### config.mk
export PLATFORM = sky130hd
export DESIGN_NAME = ptc_front
export DESIGN_NICKNAME = d
export VERILOG_FILES = /design/src/hw/rtl/ptc_pkg.sv /design/src/hw/rtl/ptc_front.sv
export SDC_FILE = /design/constraint.sdc
export NUM_CORES = 1
export LEC_CHECK = 0
export ABC_AREA = 1
export BUFFER_PORTS_ARGS = -buffer_cell sky130_fd_sc_hd__buf_4
export CORE_ASPECT_RATIO = 2
export CORE_MARGIN = 5
export CORE_UTILIZATION = 44
export DETAILED_ROUTE_END_ITERATION = 10
export PLACE_DENSITY = 0.84
export SLEW_MARGIN = 40
export SYNTH_ARGS = -nofsm -noshare
export SYNTH_HDL_FRONTEND = slang
export SYNTH_SLANG_ARGS = --single-unit
### constraint.sdc
create_clock -name clk -period 13.5 [get_ports clk]
set_clock_uncertainty 0.15 [all_clocks]
set_input_delay 0.675 -clock clk [delete_from_list [all_inputs] [get_ports clk]]
set_output_delay 0.675 -clock clk [all_outputs]
set_load 0.02 [all_outputs]
### src/hw/rtl/ptc_pkg.sv
// Shared types and constants for the peer table with traffic counters.
package ptc_pkg;

    localparam int TABLE_DEPTH_DEF = 64;
    localparam int QUEUE_DEPTH_DEF = 2;

    localparam int ACTION_W = 2;
    localparam int ADDR_W   = 32;
    localparam int ADD_W    = 32;
    localparam int STATUS_W = 2;
    localparam int SLOT_W   = 6;
    localparam int PEERS_W  = 7;
    localparam int CTR_W    = 64;

    // request action codes
    localparam logic [ACTION_W-1:0] ACT_ONLINE  = 2'd0;
    localparam logic [ACTION_W-1:0] ACT_OFFLINE = 2'd1;
    localparam logic [ACTION_W-1:0] ACT_TRAFFIC = 2'd2;
    localparam logic [ACTION_W-1:0] ACT_BCAST   = 2'd3;

    // result status codes
    localparam logic [STATUS_W-1:0] ST_OK        = 2'd0;
    localparam logic [STATUS_W-1:0] ST_FULL      = 2'd1;
    localparam logic [STATUS_W-1:0] ST_NOT_FOUND = 2'd2;

    typedef struct packed {
        logic [ACTION_W-1:0] action;
        logic [ADDR_W-1:0]   peer_address;
        logic [ADD_W-1:0]    add_in;
        logic [ADD_W-1:0]    add_out;
    } in_item_t;

    typedef struct packed {
        logic [STATUS_W-1:0] status;
        logic [SLOT_W-1:0]   slot;
        logic [PEERS_W-1:0]  active_peers;
        logic [CTR_W-1:0]    entry_in_total;
        logic [CTR_W-1:0]    entry_out_total;
    } out_item_t;

    typedef enum logic [1:0] {
        OP_ONLINE,
        OP_OFFLINE,
        OP_TRAFFIC,
        OP_BCAST
    } cmd_op_t;

    typedef struct packed {
        cmd_op_t           op;
        logic [ADDR_W-1:0] peer_address;
        logic [ADD_W-1:0]  add_in;
        logic [ADD_W-1:0]  add_out;
    } cmd_t;

endpackage

### src/hw/rtl/ptc_front.sv
// Front end: accepts requests, decodes the action and registers the command.
module ptc_front
(
    input  logic             clk,
    input  logic             rst_n,
    input  logic             in_valid,
    output logic             in_ready,
    input  ptc_pkg::in_item_t in_data,
    output logic             cmd_valid,
    input  logic             cmd_ready,
    output ptc_pkg::cmd_t    cmd
);

    logic          cmd_valid_reg;
    logic          cmd_valid_next;
    ptc_pkg::cmd_t cmd_reg;
    ptc_pkg::cmd_t cmd_next;
    logic          accept;

    assign in_ready  = !cmd_valid_reg || cmd_ready;
    assign accept    = in_valid && in_ready;
    assign cmd_valid = cmd_valid_reg;
    assign cmd       = cmd_reg;

    always_comb
    begin
        cmd_next              = cmd_reg;
        cmd_next.peer_address = in_data.peer_address;
        cmd_next.add_in       = in_data.add_in;
        cmd_next.add_out      = in_data.add_out;
        case (in_data.action)
            ptc_pkg::ACT_ONLINE:  cmd_next.op = ptc_pkg::OP_ONLINE;
            ptc_pkg::ACT_OFFLINE: cmd_next.op = ptc_pkg::OP_OFFLINE;
            ptc_pkg::ACT_TRAFFIC: cmd_next.op = ptc_pkg::OP_TRAFFIC;
            ptc_pkg::ACT_BCAST:   cmd_next.op = ptc_pkg::OP_BCAST;
            default:              cmd_next.op = ptc_pkg::OP_BCAST;
        endcase
        if (accept)
        begin
            cmd_valid_next = 1'b1;
        end
        else if (cmd_ready)
        begin
            cmd_valid_next = 1'b0;
        end
        else
        begin
            cmd_valid_next = cmd_valid_reg;
        end
    end

    always_ff @(posedge clk or negedge rst_n)
    begin
        if (!rst_n)
        begin
            cmd_valid_reg <= 1'b0;
        end
        else
        begin
            cmd_valid_reg <= cmd_valid_next;
        end
    end

    always_ff @(posedge clk)
    begin
        if (accept)
        begin
            cmd_reg <= cmd_next;
        end
    end

endmodule

# Yosys cells after proc, flatten, opt, wreduce, memory -nomap -nowiden
# Cells that the tools add are included.
dict set report totals {
  output_inout_bits 100
  elab_cells 16
  inputBits 102
  register_bits 99
}
dict set report classes {
  n_reduce_logical 5
  n_mux 3
  n_eq_ne 3
}
# cell count
set op_table {}
lappend op_table {{one-hot mux 2 bit (4 select lines)} 1}
lappend op_table {{== test 2 bit, second input constant} 2}
lappend op_table {{== test 2 x 1 -> 1 bit, second input constant} 1}
lappend op_table {{zero test 2 bit} 1}
lappend op_table {{2-to-1 mux 1 bit} 2}
lappend op_table {{nonzero test 2 bit} 1}
lappend op_table {{logical AND 1 bit} 1}
lappend op_table {{zero test 1 bit} 1}
lappend op_table {{logical OR 1 bit} 1}

# Longest topological paths before layout
dict set report logic_depth {
  word_depth 4
  depth_mapped 3
  ltp_nobuf 3
}

# Worst setup path before layout
# OpenSTA, ideal clock, no wires.
dict set report synth_path {
  path_type {input port to flip-flop}
  startpoint {in in_valid}
  endpoint {reg cmd_reg, in the netlist cmd[0] (enable)}
  n_path_buf 0
  setup_slack_ps 7316
  stages 2
  t_arrival_ps 5447
  setup_ps 587
  t_required_ps 12763
  path_cell_list {inv_1 > a21oi_1}
}
dict set report synth_between {
  elab_chain_cells 1
}
# item line
set synth_lines {}
lappend synth_lines {{from (decl)} ptc_front.sv:6} ;# input logic in_valid,
lappend synth_lines {{logical AND 1 bit} ptc_front.sv:21} ;# assign accept = in_valid && in_ready;
lappend synth_lines {{net accept} ptc_front.sv:18} ;# logic accept;
lappend synth_lines {{to (signal assigned)} ptc_front.sv:68} ;# cmd_reg <= cmd_next;
lappend synth_lines {{to (decl)} ptc_front.sv:16} ;# ptc_pkg::cmd_t cmd_reg;
# The timed path passes the listed nets, and every way through them passes these cells.
# A chain may end at the register's enable or synchronous reset.

# Final worst setup path
dict set report layout_path {
  startpoint {in cmd_ready}
  endpoint {out in_ready}
}
dict set report layout_between {
  elab_chain_cells 1
}
# item line
set layout_lines {}
lappend layout_lines {{from (decl)} ptc_front.sv:10} ;# input logic cmd_ready,
lappend layout_lines {{logical OR 1 bit} ptc_front.sv:20} ;# assign in_ready = !cmd_valid_reg || cmd_ready;
lappend layout_lines {{to (decl)} ptc_front.sv:7} ;# output logic in_ready,
# Every way passes these cells.

==> impl_metrics.env <==
export IMPL_clock_sinks=99
export IMPL_drtIter0Drc=85
export IMPL_post_route_period_util_pct=14.6
export IMPL_grtUsageTotal_pct=17.9
export IMPL_antenna_found_initial=0
export IMPL_grt_pass1_wl_mm=10.8
export IMPL_period_minus_slack_ps=1980
export IMPL_chipHeight_um=127
export IMPL_initial_utilization_pct=45.2
export IMPL_nNetsFinal=420
export IMPL_power_density_mw_per_mm2=135
export IMPL_ir_worst_vdd_uv=118
export IMPL_min_from="in_data[40]"
export IMPL_leakage_nw=2.06
export IMPL_cp_start_kind="input pin"
export IMPL_rows=42
export IMPL_clk_pin_slew_ps=60
export IMPL_synth_compound_area_share_pct=0.167
export IMPL_drive_gt1_share_pct=65.9
export IMPL_worst_path_largest_cell_delay_ps=170
export IMPL_status="finished, final reports clean"
export IMPL_synthCells=106
export IMPL_synthXorXnorAreaFrac_pct=0
export IMPL_worst_path_buf_inv=3
export IMPL_fmax_mhz=506
export IMPL_yosys_register_bits=99
export IMPL_hold_path_class="in -> reg"
export IMPL_antenna_cells=0
export IMPL_rsz0062_at_grt="false"
export IMPL_yosys_area_share_adder_pct=0
export IMPL_setup_violations_final=0
export IMPL_fin_cells=411
export IMPL_hpwlAfterDp_mm=5.87
export IMPL_busiest_layer="met2"
export IMPL_area_growth_pct=63.3
export IMPL_vias_per_cell=4.50
export IMPL_use_met1_pct=16.5
export IMPL_cp_slowest_cell="buf_4"
export IMPL_yosysWarnings=0
export IMPL_ant_nets=0
export IMPL_cts_buffer_depth=2
export IMPL_post_cts_buffers=0
export IMPL_drv_cap=0
export IMPL_cp_required_ps=12680
export IMPL_portBuffers=201
export IMPL_first_pass_iters=4
export IMPL_dp_cells=394
export IMPL_grt_use_met2_pct=31.6
export IMPL_tns_ps=0
export IMPL_synthDistinctLibCells=6
export IMPL_ioPinCount=202
export IMPL_path_cells="buf_4 > inv_1 > nand2_1 > buf_4"
export IMPL_holdWs_ps=368
export IMPL_die_area_mm2=0.00866
export IMPL_maxSlewViolCount=0
export IMPL_avgRoutedWirePerCell_um=18.3
export IMPL_hold_viol_final=0
export IMPL_pre_cts_slack_ps=11210
export IMPL_arrival_ps=1150
export IMPL_path_max_fanout=2
export IMPL_endpoint_kind="output pin"
export IMPL_synthSimpleGateAreaFrac_pct=0.251
export IMPL_grt_overflow=0
export IMPL_largest_register_ffs=98
export IMPL_gp_congestion=0.763
export IMPL_worstSetupPathType="in -> out"
export IMPL_core_mm2=0.00662
export IMPL_grtUsageMet3_pct=7.43
export IMPL_fillers=451
export IMPL_r2r_start="cmd_valid"
export IMPL_cts_max_level=3
export IMPL_synth_mux_area_share_pct=0
export IMPL_cts_tree="built"
export IMPL_synth_top_family_by_area="buffers and inverters"
export IMPL_clockRootBuffer="clkbuf_16"
export IMPL_remaining_drc_errors=0
export IMPL_finalPower_uw=658
export IMPL_yosysSeqAreaShare_pct=99.1
export IMPL_num_vias=1848
export IMPL_syn_num_nets=208
export IMPL_dieWidth_um=68.3
export IMPL_grt_pass1_vias=1975
export IMPL_numCtsBuffers=9
export IMPL_layout_area_seq_mm2=0.00297
export IMPL_relSlewSlack_pct=46.6
export IMPL_insertion_delay_ps=330
export IMPL_fin_ws_ps=11520
export IMPL_worst_path_most_repeated_cell="buf_4"
export IMPL_syn_avg_cell_area_um2=28.3
export IMPL_drt_wl_total_mm=7.50
export IMPL_multi_input_area_um2=23.8
export IMPL_critical_path_top_delay_family="buffers and inverters"
export IMPL_worst_slew_pin_transition_ps=801
export IMPL_syn_area_mm2=0.00300
export IMPL_critPathLaunch="cmd_ready"
export IMPL_grt_max_degree=94
## layer usage
metal / part of all wire [%] / up-vias
li1: - / 846
met3: 11 / 21
met5: 0 / -
met2: 59 / 115
met4: 3.7 / 0
met1: 27 / 866
## Yosys cell counts
cell type / n / area share [%]
a21oi_1: 1 / 0.17
edfxtp_1: 98 / 98
inv_1: 2 / 0.25
dfrtp_1: 1 / 0.84
nand2_1: 2 / 0.25
clkbuf_1: 2 / 0.25
## timing repair
action	in CTS	in global routing
hold buffers	1	0
gates resized for setup	0	0
hold endpoints to repair	1	0
## placed cells by master, fill, tap and decap left out
cell,n
clkinv_1,4
clkbuf_16,9
clkinv_2,1
clkbuf_1,2
buf_4,201
buf_6,1
dlygate4sd3_1,1
nand2_1,2
a21oi_4,1
inv_1,2
edfxtp_1,98
dfrtp_1,1
## where the power goes
part           switching, mW  internal (mW)
sequential           0.00484          0.359
clock                 0.0956          0.122
combinational         0.0391         0.0379
total                  0.140          0.519
## layout make-up
type                       instances  share of cell area [%]
sequential                        99                    60.7
timing repair buffer             203                    31.3
clock inverter                     5                   0.409
tap                               88                    2.25
inverter                           2                   0.153
multi-input combinational          3                   0.486
clock buffer                      11                    4.76
## cell families after synthesis
group | count (synthesis)
and+or+nand+nor | 2
buffers and inverters | 4
AOI/OAI and AO/OA | 1
DFF | 99
## path summary, 6_finish.rpt
| kind | endpoint | slack [ps] | depth (start not counted) |
|---|---|---|---|
| max | in_ready | 11520 | 4 |
| min | cmd[40] | 370 | 1 |
| max reg2reg | cmd[78] | 11570 | 2 |
| min reg2reg | cmd_valid | 510 | 2 |
| max in group asynchronous | cmd_valid | 12600 | 2 |
| min in group asynchronous | cmd_valid | 520 | 2 |
## per-stage QoR
stage / util (%) / instance area [um2]
after CTS: 73.9 / 4890
after global placement: 69.9 / 4630
after global routing: 73.9 / 4890
final: 73.9 / 4890
after floorplan: - / 3000
after detailed placement: 69.9 / 4630
Note: power is estimated with default switching activity, not from simulation.
