**src/hw/rtl/ptc_pkg.sv**
```systemverilog
// Shared types and constants for the peer table with traffic counters.
package ptc_pkg;

    localparam int TABLE_DEPTH_DEF = 64;
    localparam int QUEUE_DEPTH_DEF = 2;

    localparam int ACTION_W = 2;
    localparam int ADDR_W   = 32;
    localparam int ADD_W    = 32;
    localparam int STATUS_W = 2;
    localparam int SLOT_W   = 6;
    localparam int PEERS_W  = 7;
    localparam int CTR_W    = 64;

    // request action codes
    localparam logic [ACTION_W-1:0] ACT_ONLINE  = 2'd0;
    localparam logic [ACTION_W-1:0] ACT_OFFLINE = 2'd1;
    localparam logic [ACTION_W-1:0] ACT_TRAFFIC = 2'd2;
    localparam logic [ACTION_W-1:0] ACT_BCAST   = 2'd3;

    // result status codes
    localparam logic [STATUS_W-1:0] ST_OK        = 2'd0;
    localparam logic [STATUS_W-1:0] ST_FULL      = 2'd1;
    localparam logic [STATUS_W-1:0] ST_NOT_FOUND = 2'd2;

    typedef struct packed {
        logic [ACTION_W-1:0] action;
        logic [ADDR_W-1:0]   peer_address;
        logic [ADD_W-1:0]    add_in;
        logic [ADD_W-1:0]    add_out;
    } in_item_t;

    typedef struct packed {
        logic [STATUS_W-1:0] status;
        logic [SLOT_W-1:0]   slot;
        logic [PEERS_W-1:0]  active_peers;
        logic [CTR_W-1:0]    entry_in_total;
        logic [CTR_W-1:0]    entry_out_total;
    } out_item_t;

    typedef enum logic [1:0] {
        OP_ONLINE,
        OP_OFFLINE,
        OP_TRAFFIC,
        OP_BCAST
    } cmd_op_t;

    typedef struct packed {
        cmd_op_t           op;
        logic [ADDR_W-1:0] peer_address;
        logic [ADD_W-1:0]  add_in;
        logic [ADD_W-1:0]  add_out;
    } cmd_t;

endpackage

```
**src/hw/rtl/ptc_cmd_fifo.sv**
```systemverilog
// Short command queue between the front end and the table engine.
module ptc_cmd_fifo
#(
    parameter int DEPTH = ptc_pkg::QUEUE_DEPTH_DEF
)
(
    input  logic          clk,
    input  logic          rst_n,
    input  logic          push_valid,
    output logic          push_ready,
    input  ptc_pkg::cmd_t push_cmd,
    output logic          pop_valid,
    input  logic          pop_ready,
    output ptc_pkg::cmd_t pop_cmd
);

    localparam int PTR_W = $clog2(DEPTH);
    localparam int CNT_W = $clog2(DEPTH + 1);
    localparam logic [PTR_W-1:0] LAST_PTR = PTR_W'(DEPTH - 1);
    localparam logic [CNT_W-1:0] FULL_CNT = CNT_W'(DEPTH);

    ptc_pkg::cmd_t    mem [DEPTH];
    logic [PTR_W-1:0] wr_ptr_reg;
    logic [PTR_W-1:0] wr_ptr_next;
    logic [PTR_W-1:0] rd_ptr_reg;
    logic [PTR_W-1:0] rd_ptr_next;
    logic [CNT_W-1:0] count_reg;
    logic [CNT_W-1:0] count_next;
    logic             push;
    logic             pop;

    assign push_ready = (count_reg != FULL_CNT);
    assign pop_valid  = (count_reg != '0);
    assign pop_cmd    = mem[rd_ptr_reg];
    assign push       = push_valid && push_ready;
    assign pop        = pop_valid && pop_ready;

    always_comb
    begin
        wr_ptr_next = wr_ptr_reg;
        rd_ptr_next = rd_ptr_reg;
        count_next  = count_reg;
        if (push)
        begin
            wr_ptr_next = (wr_ptr_reg == LAST_PTR) ? '0 : wr_ptr_reg + PTR_W'(1);
        end
        if (pop)
        begin
            rd_ptr_next = (rd_ptr_reg == LAST_PTR) ? '0 : rd_ptr_reg + PTR_W'(1);
        end
        if (push && !pop)
        begin
            count_next = count_reg + CNT_W'(1);
        end
        else if (pop && !push)
        begin
            count_next = count_reg - CNT_W'(1);
        end
    end

    always_ff @(posedge clk or negedge rst_n)
    begin
        if (!rst_n)
        begin
            wr_ptr_reg <= '0;
            rd_ptr_reg <= '0;
            count_reg  <= '0;
        end
        else
        begin
            wr_ptr_reg <= wr_ptr_next;
            rd_ptr_reg <= rd_ptr_next;
            count_reg  <= count_next;
        end
    end

    always_ff @(posedge clk)
    begin
        if (push)
        begin
            mem[wr_ptr_reg] <= push_cmd;
        end
    end

    a_no_overflow: assert property (@(posedge clk) disable iff (!rst_n)
        count_reg <= FULL_CNT)
        else $error("command queue count beyond depth");

    a_ptr_gap: assert property (@(posedge clk) disable iff (!rst_n)
        (count_reg == '0) |-> (wr_ptr_reg == rd_ptr_reg))
        else $error("empty queue with pointers apart");

endmodule

```
**config.mk**
```make
export PLATFORM = sky130hd
export DESIGN_NAME = ptc_cmd_fifo
export DESIGN_NICKNAME = d
export VERILOG_FILES = /design/src/hw/rtl/ptc_pkg.sv /design/src/hw/rtl/ptc_cmd_fifo.sv
export SDC_FILE = /design/constraint.sdc
export NUM_CORES = 1
export LEC_CHECK = 0
export BUFFER_PORTS_ARGS = -buffer_cell sky130_fd_sc_hd__clkbuf_2
export CAP_MARGIN = 30
export CORE_ASPECT_RATIO = 1.25
export CORE_MARGIN = 10
export CORE_UTILIZATION = 45
export CTS_CLUSTER_SIZE = 24
export DETAILED_ROUTE_END_ITERATION = 12
export GPL_TIMING_DRIVEN = 0
export PLACE_DENSITY = 0.78
export SLEW_MARGIN = 20
export SYNTH_ARGS = -nofsm -noshare
export SYNTH_HDL_FRONTEND = slang
export SYNTH_SLANG_ARGS = --single-unit
```
**constraint.sdc**
```tcl
create_clock -name clk -period 6.5 [get_ports clk]
set_input_delay 1.3 -clock clk [delete_from_list [all_inputs] [get_ports clk]]
set_output_delay 1.3 -clock clk [all_outputs]
set_load 0.01 [all_outputs]
```
; ---- After elaboration in Yosys (flattened, before gate mapping)
; Memories as Yosys holds them, arrays and structs flattened.
; Cells that the tools add are included.
[totals]
out_inout_bits = 100
in_bits = 102
ramBits = 196
register_bits = 4
word_cells = 23
memories = 1
[mem_list]
columns = name, depth, width, rd, rd_clocked_by_memory_dff, wr, line
row1 = mem, 2, 98, 1, 0, 1, ptc_cmd_fifo.sv:22  ; ptc_pkg::cmd_t mem [DEPTH];
[op_classes]
reduce_logical = 8
n_eq_ne = 1
muxes = 6
n_addsub = 4
[ops]
columns = cell, count
row1 = 1-bit logical AND, 4
row2 = 1-bit 2-to-1 mux, 4
row3 = 2-bit 2-to-1 mux, 2
row4 = 2-bit nonzero test, 2
row5 = 1-bit adder (second input constant), 2
row6 = 2-bit by 1-bit adder with 2-bit output (second input constant), 1
row7 = 1-bit zero test, 2
row8 = 2-bit inequality test (second input constant), 1
row9 = 2-bit by 1-bit subtractor with 2-bit output (second input constant), 1

; ---- Depth between registers and ports, before layout
; Gate-level depths: netlist of run 1.
[logic_depth]
ltp_word = 6
depth_mapped = 7
depth_no_buf = 7

; ---- Least setup slack after synthesis of run 1
; OpenSTA, ideal clock, no wires.
[synth_path]
path_kind = input-to-reg
startpoint = in push_valid
endpoint = mem mem[0][0] in the netlist's numbering (enable)
stages = 2
path_buffers = 0
setup_slack_ns = 0.473
t_arrival_ns = 5.471
setup_time_ns = 0.555
t_required_ns = 5.945
cell_sequence = nand2_1 > nor2_1
[synth_via]
elab_chain_cells = 3
[synth_lines]
columns = element, line
row1 = from (decl), ptc_cmd_fifo.sv:9  ; input logic push_valid,
row2 = 1-bit logical AND, ptc_cmd_fifo.sv:35  ; assign push = push_valid && push_ready;
row3 = 1-bit 2-to-1 mux, ptc_cmd_fifo.sv:79  ; if (push)
row4 = 1-bit 2-to-1 mux (not written as such), ptc_cmd_fifo.sv:81  ; mem[wr_ptr_reg] <= push_cmd;
row5 = to (decl), ptc_cmd_fifo.sv:22
; No other way between the ends.

==> metrics, run 1 <==
status completed; leakage roughly 3.6 nW; final slew viol count 0; Crit Path Class flip-flop to primary output; clock network power share 24.8%; post-synthesis sequential area ratio between 80 and 90%; clk sinks 200; H-tree depth 4; synth warn 0; Post-CTS Hold Fix Bufs 0; CTS clock-pin slew for the worst setup and hold paths 0.07 ns; synth unique cells 15; routed vias 3679; Synth area leader edfxtp_1; layout cells sized above 1 62.3%; worst slew pin tran roughly 0.48 ns; mux contribution to synthesized area approximately 16%; most common cell in the netlist edfxtp_1; Final Skew 0.0108 ns; post-synthesis compound-gate area fraction 0%; worst reg2reg startpoint count_reg[0]$_DFFE_PN0P_; CTS tree yes; DR pass1 iterations 4; Syn Nets 426; RSZ-0062 raised after global routing no; setup TNS 0 ns; Crit. End Element primary output; Area Growth Syn to Fin 27.8%; Detailed Route WL between 10 and 15 mm; CTS buffer count 17; Sw Ratio 29.3%; largest net degree at the start of global routing 44; adder-cell area share of the yosys netlist less than 1%; slowest CP cell dfrtp_1; largest family of logic cells by synthesized area multiplexers; number of flops mapped to enable cells by yosys approximately 200; gr usage total about an eighth; P_int between 2 and 3 mW; Post-DP HPWL roughly 11 mm; final period utilization a little under half; Pwr Density roughly 450 mW/mm²; Final Critical Period 3.01 ns; Ports ~200; ys async rst share under 10%; vias per cell roughly 4.7; Clock Path Buffers 2; final core occ 58.0%; routed length per placed instance ~18 µm; GRT Residual Overflow 0; first-pass GRT wire length approximately 22 mm; clk_lat worst skew ~0.43 ns; CP Data Arrival Time 1.71 ns; Yosys top cell area share between 80% and 90%; worst stage delay on the critical path around 0.34 ns; Slew headroom between 60% and 70%; register area around 0.0060 mm²; Post-Synthesis Cells roughly 320; #FFs+latches synth 200; Die X-Extent 134 µm; Die ar. 0.0217 mm²; post-CTS sizing 0; clk root buf clkbuf_16; hold path startpoint count_reg[1]$_DFFE_PN0P_; Hold WC Path Type flip-flop to flip-flop; Syn Area/Cell 22.6 µm²; n_diodes 0; CP most frequent cell buf_6; CP Data Required Time around 5.2 ns; top cells by count, synth 196 x edfxtp_1, 88 x mux2_2, 10 x mux2_4; postcts setup bufs 0; worst path bufs/invs 4; peak supply drop 0.365 mV; Final Hold Fails 0; Seq pwr share a little over two fifths; multi-input logic area roughly 0.0012 mm²; CORE AREA 0.0161 mm²; DR DRC count 0; I/O Buffers ~200; dominant cells by area after synthesis edfxtp_1 81%, mux2_2 14%, mux2_4 2.1%; number of antenna violations at the first check in global routing 0; fin nets 652; initial core utilization between 40 and 50%; Crit path max-delay family buffers and inverters; vias in the first global route 4113; XOR/XNOR Fraction of Synth Area less than 1%; row count 52; Starting DRT DRC Count around 230; Worst setup SP type flip-flop; max reg flops roughly 200; Synth Area in Simple Gates less than 1%; Max Cap Violations 0; Critical Path Fanout Max 10; Cell Area, Synth 0.00729 mm²; Post-DRT Antenna Nets 0; worst-path cell chain buf_6, buf_6, buf_6, mux2_4, clkbuf_2; Fillers ~1200; CP Launch Point rd_ptr_reg$_DFFE_PN0P_; gp weighted congestion a little over 0.7; Setup-failing EPs final 0; Highest Clock Rate ~330 MHz; Post-synth top flop edfxtp_1; DIE HEIGHT approximately 160 µm; Comb pwr share roughly a third; net switching power roughly 1.2 mW
## routing by layer
| layer | up-vias | share of wire [%] | track usage [%] |
|---|---|---|---|
| li1 | 1743 | - | - |
| met1 | 1798 | 35 | 13.0 |
| met2 | 124 | 54 | 23.3 |
| met3 | 14 | 9.2 | 6.23 |
| met4 | 0 | 1.5 | 5.65 |
| met5 | - | 0 | 0 |
## cell type report
cell class,instances,share of cell area [%]
well taps,216,2.90
clock buffers,17,4.56
repair buffers,207,12.3
clock inverters,15,1.80
flip-flops and latches,200,64.2
inverters,1,0.0403
multi-input cells,111,13.3
plain buffers,11,0.792
## through the flow
| step | std cells | power (mW) | setup slack, ns | cell area [µm²] | hold slack (ns) |
|---|---|---|---|---|---|
| after floorplan | 323 | 2.67 | 0.473 | 7290 | 0.456 |
| after global placement | 740 | 3.15 | -1.46 | 8570 | 0.471 |
| after detailed placement | 746 | 3.21 | 3.80 | 8730 | 0.480 |
| after CTS | 778 | 4.25 | 3.43 | 9320 | 0.492 |
| after global routing | 778 | 4.41 | 3.39 | 9320 | 0.520 |
| final | 778 | 4.18 | 3.49 | 9320 | 0.491 |
## power by group through the flow
stage	combinational (mW)	clock (mW)	sequential, mW
after floorplan	0.800	0	1.87
after global placement	1.25	0	1.90
after detailed placement	1.35	0	1.86
after CTS	1.36	1.07	1.83
after global routing	1.43	1.12	1.85
final	1.32	1.04	1.82
## final timing paths
check / slack (ns) / cells after the start / end
worst max-delay path: 3.49 / 5 / pop_cmd[60]
worst min-delay path: 0.49 / 1 / count_reg[1]$_DFFE_PN0P_
worst max register to register: 4.60 / 5 / mem[0][8]$_DFFE_PP_
worst min register to register: 0.49 / 1 / count_reg[1]$_DFFE_PN0P_
max in group asynchronous: 5.70 / 1 / rd_ptr_reg$_DFFE_PN0P_
min in group asynchronous: 0.67 / 1 / count_reg[0]$_DFFE_PN0P_
## cells in the final DEF, fill, tap and decap left out
cell type | Yosys | layout
dfrtp_1 | 4 | 4
xor2_1 | 2 | 2
buf_6 | 3 | 3
bufinv_16 | 0 | 2
ha_1 | 1 | 1
and3_4 | 0 | 1
buf_12 | 0 | 3
clkbuf_2 | 0 | 201
nor2_1 | 2 | 1
mux2_2 | 88 | 88
clkinv_2 | 0 | 2
inv_1 | 1 | 1
mux2_4 | 10 | 10
or2_2 | 1 | 1
inv_8 | 0 | 3
buf_16 | 0 | 3
nor2_4 | 0 | 1
nand2_1 | 2 | 2
clkbuf_16 | 0 | 17
clkinv_4 | 0 | 5
inv_6 | 0 | 1
nand2b_1 | 1 | 1
buf_2 | 8 | 8
clkinv_1 | 0 | 1
clkinvlp_4 | 0 | 1
xnor2_1 | 3 | 3
edfxtp_1 | 196 | 196
## cell families after synthesis
logic type / Yosys count
flip-flops: 200
multiplexers: 98
buffers and inverters: 12
AND/OR/NAND/NOR: 7
XOR/XNOR: 5
adder cells (fa/ha/maj): 1
Power figures use the tool's default switching activity.
==> run 2: changes to the inputs <==
--- a/config.mk
+++ b/config.mk
@@ -5,6 +5,7 @@
 export SDC_FILE = /design/constraint.sdc
 export NUM_CORES = 1
 export LEC_CHECK = 0
+export ABC_AREA = 1
 export BUFFER_PORTS_ARGS = -buffer_cell sky130_fd_sc_hd__clkbuf_2
 export CAP_MARGIN = 30
 export CORE_ASPECT_RATIO = 1.25
@@ -13,7 +14,7 @@
 export CTS_CLUSTER_SIZE = 24
 export DETAILED_ROUTE_END_ITERATION = 12
 export GPL_TIMING_DRIVEN = 0
-export PLACE_DENSITY = 0.78
+export PLACE_DENSITY = 0.81
 export SLEW_MARGIN = 20
 export SYNTH_ARGS = -nofsm -noshare
 export SYNTH_HDL_FRONTEND = slang
==> constraint.sdc (replaced) <==
create_clock -name clk -period 2.6 [get_ports clk]
set_input_delay 0.52 -clock clk [delete_from_list [all_inputs] [get_ports clk]]
set_output_delay 0.52 -clock clk [all_outputs]
set_load 0.01 [all_outputs]
==> metrics, run 2 <==
top cells by count, synth 304 x nand2_1, 196 x edfxtp_1, 16 x buf_2; RSZ-0062 raised after global routing no; Die ar. 0.0218 mm² (+0.48%); adder-cell area share of the yosys netlist 0.171% (-0.00094 points); met1 usage 14.4% (+1.4 points); Critical R2R Capture mem[1][55]$_DFFE_PP_; vias per cell 4.61 (-2.4%); Max Cap Violations 0 (unchanged); CP Data Arrival Time 1.69 ns (-0.02 ns); Reg2Reg Setup Slack 0.46 ns (-4.14 ns); Cell Area, Synth 0.00733 mm² (+0.55%); Syn Nets 643 (+51%); initial core utilization 45.6% (+0.25 points); Final Critical Period between 2 and 2.5 ns; worst slack, placed 0.461 ns (-3.34 ns); gp weighted congestion 0.736 (+3.5%); I/O Buffers 201 (unchanged); worst reg2reg path depth 7 (+2); row count 52 (unchanged); synth warn 0 (unchanged); WHS 0.287 ns (-0.204 ns); Clock Path Buffers 2 (unchanged); commonest non-fill, non-tap cells in the layout 304 x nand2_1, 201 x clkbuf_2, 196 x edfxtp_1, 17 x clkbuf_16, 16 x buf_2; Final Worst Setup Slack 0.390 ns (-3.10 ns); Final Hold Fails 0 (unchanged); final period utilization 85.0%; Yosys top cell area share 80.2% (-0.44 points); clk sinks 200 (unchanged); hold path startpoint push_cmd[65]; Post-DP HPWL 11.6 mm (+8.8%); GRT met2 Usage 25.7% (+2.4 points); Crit Path Class flip-flop to primary output; multi-input logic area 0.00121 mm² (-2.7%); mux contribution to synthesized area 0% (-16 points); H-tree depth 4 (unchanged); leakage 4.12 nW (+15%); XOR/XNOR Fraction of Synth Area 0.239% (-0.36 points); dominant cells by area after synthesis edfxtp_1 80%, nand2_1 16%, dfrtp_1 1.4%; register area 0.00599 mm² (unchanged); CORE AREA 0.0161 mm² (unchanged); postcts setup bufs 0 (unchanged); Final Skew 0.00976 ns (-0.00103 ns); first-pass GRT wire length 24.4 mm (+11%); CTS tree yes; Cell Area, Placed 0.00882 mm² (+1.0%); GR Util met3 7.19% (+0.96 points); Post-Synthesis Cells 540 (+67%); largest family of logic cells by synthesized area simple AND/OR/NAND/NOR gates; fin nets 872 (+34%); clk_lat worst skew 0.42 ns (about the same); Area Growth Syn to Fin 28.2%; gr usage total 14.5% (+1.3 points); worst reg2reg startpoint count_reg[0]$_DFFE_PN0P_; Detailed Route WL 15.8 mm (+11%); max reg flops 196 (unchanged); CP Data Required Time 2.08 ns (-3.12 ns); Highest Clock Rate roughly 450 MHz; ys async rst share 2.00% (unchanged); worst slew pin tran 0.411 ns (-0.0656 ns); setup TNS 0 ns (unchanged); Synth area leader edfxtp_1; Fillers 1287 (+4.1%); final core occ 58.5% (+0.51 points); Crit. End Element primary output; clk root buf clkbuf_16; Worst setup SP type flip-flop; total design power 10.8 mW (+160%); CTS clock-pin slew for the worst setup and hold paths 0.07 ns (about the same); DR pass1 iterations 4 (unchanged); GRT Residual Overflow 0 (unchanged); synth unique cells 14 (-1); Post-DRT Antenna Nets 0 (unchanged); post-synthesis compound-gate area fraction 0% (unchanged); layout cells sized above 1 33.8% (-29 points); Pwr Density 1140 mW/mm² (+160%); routed length per placed instance 15.9 µm (-14%); Hold Crit Depth 1 (unchanged); Synth Area in Simple Gates 15.9% (+15 points); post-synthesis sequential area ratio 81.6% (-0.45 points); non-filler instance count after layout 999 (+28%); routed vias 4610 (+25%); Syn Area/Cell 13.6 µm² (-40%); peak supply drop 0.681 mV (+87%); number of antenna violations at the first check in global routing 1 (+1); DR DRC count 0 (unchanged); Hold WC Path Type primary input to flip-flop; most common cell in the netlist nand2_1; commonest non-fill, non-tap cell in the layout nand2_1; DIE HEIGHT 163 µm (+0.24%); #FFs+latches synth 200 (unchanged); number of flops mapped to enable cells by yosys 196 (unchanged); Setup-failing EPs final 0 (unchanged); GR peak layer met2; Ports 202 (unchanged); Cells after DPL 965 (+29%); Starting DRT DRC Count 260 (+13%); hold path endpoint mem[1][65]$_DFFE_PP_; Critical Path Fanout Max 10 (unchanged); final slew viol count 0 (unchanged); CTS buffer count 17 (unchanged); Slew headroom 72.5% (+4.4 points); largest net degree at the start of global routing 27 (-39%); status completed; design area 0.00940 mm² (+0.89%); vias in the first global route 4770 (+16%); Post-synth top flop edfxtp_1; Die X-Extent 134 µm (+0.24%)
==> run 2: kinds of logic after synthesis <==
group         count (synthesis)
xor+xnor                      2
fa+ha+maj                     1
buf+inv                      28
flops                       200
simple gates                309
==> run 2: worst max-delay path by stage <==
stage,startpoint,end,slack (ns),cells past startpoint
6_report,rd_ptr_reg$_DFFE_PN0P_,pop_cmd[69],0.39,7
3_5_place_dp,count_reg[0]$_DFFE_PN0P_,mem[1][37]$_DFFE_PP_,0.46,7
4_1_cts,rd_ptr_reg$_DFFE_PN0P_,pop_cmd[4],0.34,6
3_3_place_gp,push_valid,mem[1][29]$_DFFE_PP_,-2.53,3
5_1_grt,rd_ptr_reg$_DFFE_PN0P_,pop_cmd[4],0.26,6
2_1_floorplan,count_reg[0]$_DFFE_PN0P_,mem[0][0]$_DFFE_PP_,-1.07,4
==> run 2: power breakdown <==
group / switching, mW / internal [mW]
clock network: 1.11 / 1.42
registers: 0.168 / 4.39
logic: 2.37 / 1.30
total: 3.65 / 7.11
==> run 2: metal layers <==
layer,routed length (µm),share of wire (%)
met5,0,0
met4,227,1.4
met3,1560,9.8
met2,8290,52
met1,5770,36
==> run 2: final cells by class <==
type	count	share of cell area (%)
Antenna cell	1	0.0266
Buffer	21	1.33
Clock buffer	17	4.52
Clock inverter	15	1.57
Inverter	7	0.306
Multi-Input combinational cell	312	12.9
Sequential cell	200	63.7
Tap cell	216	2.87
Timing Repair Buffer	210	12.8
==> run 2: critical path: stages (launching register included) <==
cell and delay (ns):
dfrtp_1 0.36, buf_4 0.19, inv_4 0.14, buf_6 0.16
buf_6 0.14, nand2_1 0.07, nand2_1 0.07, clkbuf_2 0.14
==> run 2: timing repair <==
| item | CTS | global route |
|---|---|---|
| hold buffers | 1 | 0 |
| hold endpoints to repair | 4 | 0 |
| gates resized for setup | 0 | 0 |
==> run 3: changes to the inputs <==
--- a/config.mk
+++ b/config.mk
@@ -6,14 +6,17 @@
 export NUM_CORES = 1
 export LEC_CHECK = 0
 export ABC_AREA = 1
+export ABC_CLOCK_PERIOD_IN_PS = 2600
 export BUFFER_PORTS_ARGS = -buffer_cell sky130_fd_sc_hd__clkbuf_2
 export CAP_MARGIN = 30
 export CORE_ASPECT_RATIO = 1.25
 export CORE_MARGIN = 10
 export CORE_UTILIZATION = 45
+export CTS_BUF_LIST = sky130_fd_sc_hd__clkbuf_2
 export CTS_CLUSTER_SIZE = 24
 export DETAILED_ROUTE_END_ITERATION = 12
 export GPL_TIMING_DRIVEN = 0
+export HOLD_SLACK_MARGIN = 0.05
 export PLACE_DENSITY = 0.81
 export SLEW_MARGIN = 20
 export SYNTH_ARGS = -nofsm -noshare
==> metrics, run 3 (same netlist as run 2, synthesis figures left out) <==
status completed; final slew viol count 0 (unchanged); Pwr Density 988 mW/mm² (-14%); total design power 9.98 mW (-7.2%); vias in the first global route 5504 (+15%); peak supply drop 0.522 mV (-23%); largest net degree at the start of global routing 27 (unchanged); CORE AREA 0.0161 mm² (unchanged); CP Data Required Time 2.08 ns (about the same); Max Cap Violations 0 (unchanged); Final Skew 0.0287 ns (+0.0189 ns); clk sinks 200 (unchanged); Die ar. 0.0218 mm² (unchanged); Hold WC Path Type primary input to flip-flop; Clock Path Buffers 2 (unchanged); number of antenna violations at the first check in global routing 2 (+1); Die X-Extent 134 µm (unchanged); Final Critical Period 2.41 ns (+0.201 ns); row count 52 (unchanged); H-tree depth 4 (unchanged); CP Data Arrival Time 1.89 ns (+0.20 ns); Post-DP HPWL 11.6 mm (unchanged); max reg flops 196 (unchanged); Crit. End Element primary output; leakage 4.41 nW (+7.0%); DIE HEIGHT 163 µm (unchanged); RSZ-0062 raised after global routing no; layout cells sized above 1 29.9% (-3.9 points); worst stage delay on the critical path 0.45 ns (+0.09 ns); setup TNS 0 ns (unchanged); routed length per placed instance 16.7 µm (+5.1%); clk root buf clkbuf_2; vias per cell 4.69 (+1.6%); Final Hold Fails 0 (unchanged); routed vias 5154 (+12%); gr usage total 16.7% (+2.2 points); slowest CP cell dfrtp_1; initial core utilization 45.6% (unchanged); Critical Path Fanout Max 11 (+1); gp weighted congestion 0.736 (unchanged); DR pass1 iterations 4 (unchanged); Detailed Route WL 18.3 mm (+16%); Area Growth Syn to Fin 37.7%; commonest non-fill, non-tap cell in the layout nand2_1; commonest non-fill, non-tap cells in the layout 304 x nand2_1, 218 x clkbuf_2, 196 x edfxtp_1, 101 x dlygate4sd3_1, 8 x buf_2; postcts setup bufs 0 (unchanged); Ports 202 (unchanged); Post-DRT Antenna Nets 0 (unchanged); Setup-failing EPs final 0 (unchanged); Slew headroom 71.2% (-1.3 points); CTS tree yes; first-pass GRT wire length 28.5 mm (+17%); GRT Residual Overflow 0 (unchanged); final period utilization 92.7% (+7.7 points); CP most frequent cell nand2_1; worst slew pin tran 0.432 ns (+0.0209 ns); fin nets 971 (+11%); Crit Path Class flip-flop to primary output; Highest Clock Rate 415 MHz (-8.3%); Fillers 1182 (-8.2%); worst-path cell chain buf_12, inv_4, clkbuf_4, nand2_1, nand2_1, clkbuf_2; Worst setup SP type flip-flop; Starting DRT DRC Count 293 (+13%); I/O Buffers 201 (unchanged); CTS buffer count 17 (unchanged); clk_lat worst skew 0.72 ns (+0.30 ns); CTS clock-pin slew for the worst setup and hold paths 0.23 ns (+0.16 ns); DR DRC count 0 (unchanged)
run 3: cell count changes in the layout (fill, tap and decap cells not counted), moves of 3 or more:
cell,change
dlygate4sd3_1,+100
clkbuf_16,-17
clkbuf_2,+17
buf_2,-8
buf_4,+3
run 3: what timing repair did:
action | CTS | global route
hold buffers | 101 | 0
hold endpoints to repair | 201 | 0
resized for setup | 7 | 15
cloned | 1 | 0
pin swaps | 0 | 0
setup endpoints to repair | 90 | 74
run 3: power breakdown:
part	total [mW]	switching, mW	internal [mW]	leakage, nW
sequential	4.57	0.187	4.38	1.87
combinational	3.95	2.50	1.45	2.39
clock	1.46	1.02	0.445	0.143
run 3: worst paths after layout:
path / to / slack (ns) / from / cells after the start
min: wr_ptr_reg$_DFFE_PN0P_ / 0.24 / push_valid / 3
max: pop_cmd[50] / 0.19 / rd_ptr_reg$_DFFE_PN0P_ / 6
max reg2reg: mem[1][47]$_DFFE_PP_ / 0.47 / count_reg[0]$_DFFE_PN0P_ / 7
min reg2reg: count_reg[1]$_DFFE_PN0P_ / 0.58 / count_reg[1]$_DFFE_PN0P_ / 2
max in group asynchronous: count_reg[0]$_DFFE_PN0P_ / 1.72 / rst_n / 3
min in group asynchronous: count_reg[1]$_DFFE_PN0P_ / 0.68 / rst_n / 3
run 3: through the flow:
stage,instances,hold WS [ns],util (%),cell area (µm²),setup WS [ns]
2_1_floorplan,540,0.224,-,7340,-1.07
3_3_place_gp,957,0.329,53.6,8620,-2.53
3_5_place_dp,965,0.338,54.9,8820,0.461
4_1_cts,1098,0.120,62.7,10100,0.0216
5_1_grt,1099,0.146,62.9,10100,0.00595
6_report,1099,0.240,62.9,10100,0.189
run 3: layer usage:
metal	share of wire [%]	track usage, %	vias up	wire (µm)
li1	-	-	2487	-
met1	37	17.4	2453	6780
met2	54	30.2	183	9800
met3	7.8	6.30	31	1430
met5	0	0	-	0
met4	1.7	5.20	0	309
run 3: area by class of cell:
class | instances | area (µm²) | area share (%)
flip-flops and latches | 200 | 5990 | 59.3
repair buffers | 310 | 2210 | 21.9
multi-input cells | 312 | 1210 | 12.0
well taps | 216 | 270 | 2.68
plain buffers | 19 | 150 | 1.49
clock inverters | 15 | 148 | 1.46
clock buffers | 17 | 85.1 | 0.842
inverters | 7 | 33.8 | 0.334
repair inverters | 1 | 6.26 | 0.0619
diodes | 2 | 5.00 | 0.0495
run 3: worst max-delay path, delay by kind of cell (launching register included):
kind,cells,cell delay [ns]
buffers and inverters,4,0.59
AND/OR/NAND/NOR,2,0.14
flip-flops,1,0.45
